**config.mk**
```make
export PLATFORM = sky130hd
export DESIGN_NAME = linear_setpoint_ramp
export DESIGN_NICKNAME = d
export VERILOG_FILES = /design/src/rtl/core/lsr_pkg.sv /design/src/rtl/core/lsr_div.sv /design/src/rtl/core/linear_setpoint_ramp.sv
export SDC_FILE = /design/constraint.sdc
export NUM_CORES = 1
export LEC_CHECK = 0
export ABC_AREA = 1
export BUFFER_PORTS_ARGS = -buffer_cell sky130_fd_sc_hd__buf_2
export CAP_MARGIN = 25
export CORE_MARGIN = 2
export CORE_UTILIZATION = 40
export DETAILED_ROUTE_END_ITERATION = 12
export GPL_ROUTABILITY_DRIVEN = 0
export HOLD_SLACK_MARGIN = 0.12
export PLACE_DENSITY = 0.67
export SYNTH_ARGS = -nofsm -noshare
export SYNTH_HDL_FRONTEND = slang
export SYNTH_SLANG_ARGS = --single-unit
```
**constraint.sdc**
```tcl
create_clock -name clk -period 4.7 [get_ports clk]
set_clock_uncertainty 0.05 [all_clocks]
set_input_delay 0.235 -clock clk [delete_from_list [all_inputs] [get_ports clk]]
set_output_delay 0.235 -clock clk [all_outputs]
set_load 0.03 [all_outputs]
```
**src/rtl/core/lsr_pkg.sv**
```systemverilog
`timescale 1ns / 1ps

package lsr_pkg;

  // Field widths
  localparam int REF_BITS  = 32;
  localparam int STEP_BITS = 16;

  // Divider widths: dividend is the difference taken one bit wider than the reference
  localparam int DIV_W = REF_BITS + 1;
  localparam int CNT_W = $clog2(DIV_W + 1);

  // Stream payload widths, padded to whole bytes
  localparam int IN_DATA_W  = ((REF_BITS + STEP_BITS + 7) / 8) * 8;
  localparam int OUT_DATA_W = ((REF_BITS + 7) / 8) * 8;

  // Input item kinds carried in in_tuser
  localparam logic ACT_TICK  = 1'b0;
  localparam logic ACT_START = 1'b1;

  // Divider status towards the controller
  typedef struct packed {
    logic busy;
    logic done;
  } lsr_div_stat_t;

endpackage

```
**src/rtl/core/lsr_div.sv**
```systemverilog
`timescale 1ns / 1ps

module lsr_div (
  input  logic                         clk,
  input  logic                         rst_n,
  input  logic                         start,
  input  logic [lsr_pkg::DIV_W-1:0]    dividend,
  input  logic [lsr_pkg::STEP_BITS-1:0] divisor,
  output lsr_pkg::lsr_div_stat_t       stat,
  output logic [lsr_pkg::DIV_W-1:0]    quotient
);
  import lsr_pkg::*;

  logic [DIV_W-1:0]     q_r;
  logic [STEP_BITS-1:0] rem_r;
  logic [STEP_BITS-1:0] den_r;
  logic [CNT_W-1:0]     cnt_r;
  logic                 neg_r;
  logic                 busy_r;
  logic                 done_r;

  logic [DIV_W-1:0]     mag;
  logic [STEP_BITS:0]   shifted;
  logic [STEP_BITS:0]   trial;
  logic                 fits;

  // Take the magnitude of the signed dividend
  assign mag = dividend[DIV_W-1] ? (~dividend + DIV_W'(1)) : dividend;

  // One restoring step: bring in the next dividend bit and try the divisor
  assign shifted = {rem_r, q_r[DIV_W-1]};
  assign trial   = shifted - {1'b0, den_r};
  assign fits    = ~trial[STEP_BITS];

  always_ff @(posedge clk) begin
    if (!rst_n) begin
      busy_r <= 1'b0;
      done_r <= 1'b0;
      cnt_r  <= '0;
    end else begin
      done_r <= 1'b0;
      if (start) begin
        busy_r <= 1'b1;
        cnt_r  <= CNT_W'(DIV_W);
        q_r    <= mag;
        rem_r  <= '0;
        den_r  <= divisor;
        neg_r  <= dividend[DIV_W-1];
      end else if (busy_r) begin
        q_r   <= {q_r[DIV_W-2:0], fits};
        rem_r <= fits ? trial[STEP_BITS-1:0] : shifted[STEP_BITS-1:0];
        cnt_r <= cnt_r - CNT_W'(1);
        if (cnt_r == CNT_W'(1)) begin
          busy_r <= 1'b0;
          done_r <= 1'b1;
        end
      end
    end
  end

  // Restore the sign: truncation toward zero follows from dividing magnitudes
  assign quotient    = neg_r ? (~q_r + DIV_W'(1)) : q_r;
  assign stat.busy   = busy_r;
  assign stat.done   = done_r;

endmodule

```
**src/rtl/core/linear_setpoint_ramp.sv**
```systemverilog
`timescale 1ns / 1ps
// Tick and zero-step command: the state moves to ST_EMIT, and out_tvalid rises once the output is free.
// Command with a nonzero step count: the state waits in ST_DIV for the serial divider,
// which resolves one quotient bit per cycle, and then moves to ST_EMIT.
// One item is worked at a time: no new item is taken until the last one is loaded for output;
// rst_n is synchronous, active low: reference, target, step count and increment clear.

module linear_setpoint_ramp (
  input  logic                              clk,
  input  logic                              rst_n,
  input  logic                              in_tvalid,
  output logic                              in_tready,
  // in_tdata from bit 0: target [REF_BITS], steps [STEP_BITS], zero pad
  input  logic [lsr_pkg::IN_DATA_W-1:0]     in_tdata,
  // in_tuser from bit 0: action
  input  logic [0:0]                        in_tuser,
  output logic                              out_tvalid,
  input  logic                              out_tready,
  // out_tdata from bit 0: reference [REF_BITS], zero pad
  output logic [lsr_pkg::OUT_DATA_W-1:0]    out_tdata,
  // out_tuser from bit 0: done_res
  output logic [0:0]                        out_tuser
);
  import lsr_pkg::*;

  typedef enum logic [1:0] {
    ST_IDLE,
    ST_DIV,
    ST_EMIT
  } state_t;

  state_t                state_r;
  logic [REF_BITS-1:0]   present_ref_r;
  logic [REF_BITS-1:0]   target_r;
  logic [STEP_BITS-1:0]  steps_left_r;
  logic [DIV_W-1:0]      increment_r;
  logic                  out_valid_r;
  logic [OUT_DATA_W-1:0] out_data_r;
  logic                  out_done_r;

  logic                  in_xfer;
  logic                  slot_free;
  logic                  div_start;
  logic [REF_BITS-1:0]   in_target;
  logic [STEP_BITS-1:0]  in_steps;
  logic [DIV_W-1:0]      diff;
  logic [DIV_W-1:0]      quotient;
  lsr_div_stat_t         div_stat;

  // Unpack the input transfer
  assign in_target = in_tdata[REF_BITS-1:0];
  assign in_steps  = in_tdata[REF_BITS+STEP_BITS-1:REF_BITS];
  assign in_tready = (state_r == ST_IDLE);
  assign in_xfer   = in_tvalid & in_tready;
  assign slot_free = ~out_valid_r | out_tready;

  // Difference at one extra bit, handed to the divider on a ramp command
  assign diff = {in_target[REF_BITS-1], in_target}
              - {present_ref_r[REF_BITS-1], present_ref_r};
  assign div_start = in_xfer & (in_tuser[0] == ACT_START) & (in_steps != '0);

  lsr_div u_div (
    .clk      (clk),
    .rst_n    (rst_n),
    .start    (div_start),
    .dividend (diff),
    .divisor  (in_steps),
    .stat     (div_stat),
    .quotient (quotient)
  );

  // Control, ramp state and output register
  always_ff @(posedge clk) begin
    if (!rst_n) begin
      state_r       <= ST_IDLE;
      present_ref_r <= '0;
      target_r      <= '0;
      steps_left_r  <= '0;
      increment_r   <= '0;
      out_valid_r   <= 1'b0;
    end else begin
      // Drop the output transfer unless a new result is loaded in its place
      if (out_valid_r && out_tready && (state_r != ST_EMIT)) begin
        out_valid_r <= 1'b0;
      end
      case (state_r)
        ST_IDLE: begin
          if (in_xfer) begin
            if (in_tuser[0] == ACT_START) begin
              if (in_steps == '0) begin
                // Jump straight to the target
                present_ref_r <= in_target;
                steps_left_r  <= '0;
                increment_r   <= '0;
                state_r       <= ST_EMIT;
              end else begin
                target_r     <= in_target;
                steps_left_r <= in_steps;
                state_r      <= ST_DIV;
              end
            end else begin
              // Tick: advance, snap to the target on the last step, or hold once the ramp is done
              if (steps_left_r > STEP_BITS'(1)) begin
                present_ref_r <= present_ref_r + increment_r[REF_BITS-1:0];
                steps_left_r  <= steps_left_r - STEP_BITS'(1);
              end else if (steps_left_r == STEP_BITS'(1)) begin
                present_ref_r <= target_r;
                steps_left_r  <= '0;
              end
              state_r <= ST_EMIT;
            end
          end
        end
        ST_DIV: begin
          if (div_stat.done) begin
            increment_r <= quotient;
            state_r     <= ST_EMIT;
          end
        end
        ST_EMIT: begin
          // Hold until the output register is free
          if (slot_free) begin
            out_valid_r <= 1'b1;
            out_data_r  <= OUT_DATA_W'(present_ref_r);
            out_done_r  <= (steps_left_r == '0);
            state_r     <= ST_IDLE;
          end
        end
        default: begin
          state_r <= ST_IDLE;
        end
      endcase
    end
  end

  assign out_tvalid   = out_valid_r;
  assign out_tdata    = out_data_r;
  assign out_tuser[0] = out_done_r;

  // The block takes one item at a time
  a_one_item: assert property (@(posedge clk) disable iff (!rst_n)
    in_xfer |=> !in_tready)
    else $error("input accepted while an item is in work");

  // A ramp command must go through the divider
  a_cmd_divides: assert property (@(posedge clk) disable iff (!rst_n)
    div_start |=> (state_r == ST_DIV) && div_stat.busy)
    else $error("ramp command did not start the divider");

  // Divider completion is only seen while waiting for it
  a_done_in_div: assert property (@(posedge clk) disable iff (!rst_n)
    div_stat.done |-> (state_r == ST_DIV))
    else $error("divider finished outside the divide state");

  // Completion flag matches the remaining step count when a result is loaded
  a_done_flag: assert property (@(posedge clk) disable iff (!rst_n)
    (state_r == ST_EMIT) && slot_free |=>
      out_tvalid && (out_tuser[0] == (steps_left_r == '0)))
    else $error("completion flag disagrees with remaining steps");

endmodule

```
==> results.md <==
* Status: complete, no violations
* Multi-input logic area at 9090 sq um
* Cell count after placement at slightly below 3000
* Mapped Nets at ~2500
* Yosys warning total at 0
* Remaining Overflow, GRT at 0
* Crit path launch type: flip-flop
* H-tree Lvls at 1
* Count of final setup violators at 0
* Site Rows at 73
* Sequential power share at a little under two fifths
* CP max stage cell: fa_1
* Post-synth top flop: dfxtp_1
* Final Hold Viols at 0
* Post-CTS setup buffer count at 0
* Routed wire length at 53400 um
* Die footprint at 42000 sq um
* Post-synth top cells: nand2_1 (614), inv_1 (331), a21oi_1 (227)
* Initial DRC count at 1676
* Slew @ Worst Pin at slightly above 1 ns
* Avg WL per Cell at between 15 and 20 um
* Top-area cell type share of the netlist area at 18.4%
* Tot Pwr at 6.01 mW
* P&R area growth vs syn at 14.3%
* Post-synth ARST share at 0%
* Combinational power share at 26.7%
* Count leader, synth: nand2_1
* First drt pass iteration count at 9
* Total GRT Usage at 25.2%
* Placeable Area at between 30000 and 40000 sq um
* Layout Nets at between 2000 and 3000
* Global-route wire length before repair at 82600 um
* Most numerous cell on the critical path: nand3_1
* Pwr per Cell Area at 326 nW/um^2
* Antenna Nets Post-Route at 0
* Post-synthesis simple-gate area fraction at 29.8%
* Die width at 205 um
* Switching Power at 2.10 mW
* Vias post-DR at 16300
* Clock power share at 35.5%
* Largest family of logic cells by synthesized area: simple AND/OR/NAND/NOR gates
* Leak Pwr at 8.32 nW
* Clock root buffer: clkbuf_16
* Top cell type by total area after synthesis: edfxtp_1
* Final Non-Filler Cells at 3027
* Setup TNS at 0 ns
* Switching share of power at between 30% and 40%
* RSZ-0062 raised after global routing: no
* N_diodes at 0
* Post-synth EDFFs at 99
* VDD IR max at 0.292 mV
* Drt via density at 5.38
* Post-DP HPWL at 40500 um
* Compound-cell area share of the yosys netlist at 15.9%
* Clock Tree Buf Depth at 3
* Synth Area in Adders at roughly 7%
* CP cell instances: ha_1 -> fa_1 -> inv_1 -> nand2_1 -> nand2_2 -> nand3_1 -> nand2_1 -> nand2_1 -> nor2_1 -> nand3_1 -> nor2_2 -> nand3_1 -> nor2_1 -> nand3_1 -> nand2_2 -> nand2_1 -> nand3_1 -> o21ai_0
* Initial Util at 40.5%
* Clk_lat worst skew at 0.57 ns
* Chip height at ~200 um
* Crit end category: flip-flop
* Layout cells sized above 1 at 9.63%
* Antenna violations before repair at 0
* Number of gates resized after cts at 0
* Post-Synth XOR/XNOR Area at 3.58%
* Slew Limit Headroom at 32.1%
* Hold Path Class: primary input to flip-flop
* Period minus WS final at between 3 and 4 ns
* Final period util at roughly 70%
* Gate Count Post-Synth at 2369
* Mux contribution to synthesized area at 0%
* Post-Syn Area at ~16000 sq um
* Clock Sinks at ~220
* Fill count at ~4100
* I/O Pins at 88
* Clock slew at reported path FFs at 0.06 ns
* Post-synthesis sequential area ratio at 33.7%
* Critical Path Fanout Max at 4
* Max-slew violations at 0
* Max Cap Viol at 0
* Mean Syn Cell Area at 6.81 sq um
* Yosys cell types at 53
* Register bit total from synthesis at 222
* Reg area at 5440 sq um
* Residual DRC count at 0
* Internal power at 3.91 mW
* Critical path required time at 4.92 ns
* Pin count of the biggest net entering global routing at 60
* F_max at 0.304 GHz
* Total CTS buffers at 27
* Kind of critical path: flip-flop to flip-flop
* Number of port buffers at 87
* Data arrival, critical path at between 3 and 4 ns
* CTS tree: built
* Synth area leaders: edfxtp_1 (18%), dfxtp_1 (15%), nand2_1 (14%), inv_1 (7.7%), a21oi_1 (7.0%)
* Number of global-route vias before repair at 15200
* CP peak stage delay at about 0.40 ns
==> stage by stage <==
step                      worst slack (ns)  area, sq um  hold slack [ns]  util, %
after floorplan                      0.905        16100            0.284        -
after global placement                1.23        17000            0.397     42.8
after detailed placement              1.44        17100            0.404     42.8
after CTS                             1.42        18400            0.187     46.3
after global routing                  1.10        18400            0.243     46.3
final                                 1.41        18400            0.218     46.3
==> sequential cells by signal (all words and copies together), names as in the netlist, 2 cells and up <==
signal	count
state_r	2
target_r	32
u_div.q_r	33
steps_left_r	16
increment_r	32
u_div.rem_r	16
u_div.cnt_r	6
out_tdata	32
present_ref_r	32
u_div.den_r	16
==> metal layers <==
layer  global-route usage (%)  vias to the layer above  wire length, um
met2                     40.7                      631            23800
met1                     34.9                     7560            23800
met3                     3.55                       96             4450
met4                     7.09                        0             1400
li1                         -                     8010                -
met5                        0                        -                0
==> critical path: cells and delay by family, from the launching register on <==
family,cells,cell delay (ns)
and+or+nand+nor,14,1.73
adders and majority gates,2,0.64
DFF,1,0.35
buffers and inverters,1,0.12
AOI/OAI and AO/OA,1,0.12
==> what timing repair did <==
action / CTS / global route
hold buffers: 50 / 0
setup endpoints to repair: 0 / 0
endpoints found under the hold margin: 96 / 0
==> final timing paths <==
kind,startpoint,cells after the start,slack (ns),to
worst min-delay path,in_tuser,5,0.22,state_r[1]
worst max-delay path,present_ref_r[0],18,1.41,u_div.q_r[23]
worst max register to register,present_ref_r[0],18,1.41,u_div.q_r[23]
worst min register to register,target_r[10],2,0.42,target_r[10]
==> final cells by class <==
class                      instances  share of cell area [%]
inverter                         347                    7.08
multi-input combinational       1732                    49.3
clock inverter                    17                   0.991
tap                              525                    3.56
clock buffer                      32                    3.82
sequential                       222                    29.5
timing repair buffer             152                    5.75
==> power by group through the flow <==
stage | clock network [mW] | logic, mW | registers, mW
after floorplan | 0 | 1.13 | 2.27
after global placement | 0 | 1.50 | 2.30
after detailed placement | 0 | 1.54 | 2.30
after CTS | 2.17 | 1.58 | 2.26
after global routing | 2.24 | 1.79 | 2.28
final | 2.13 | 1.61 | 2.27
==> cells in the final DEF, fill, tap and decap left out, types with 50 or more instances in the layout <==
cell type	netlist	routed
nand2_1	614	612
inv_1	331	330
a21oi_1	227	227
nor2_1	173	172
nand3_1	166	166
o21ai_0	155	155
dfxtp_1	123	123
edfxtp_1	99	99
buf_2	13	87
ha_1	85	85
dlygate4sd3_1	0	50
==> logic make-up (layout without fill, tap and decap cells) <==
logic type      Yosys count  after routing
compound gates          476            476
xor+xnor                 66             66
fa+ha+maj                88             88
buf+inv                 415            548
flops                   222            222
simple gates           1102           1102
(Power assumes the default switching activity.)
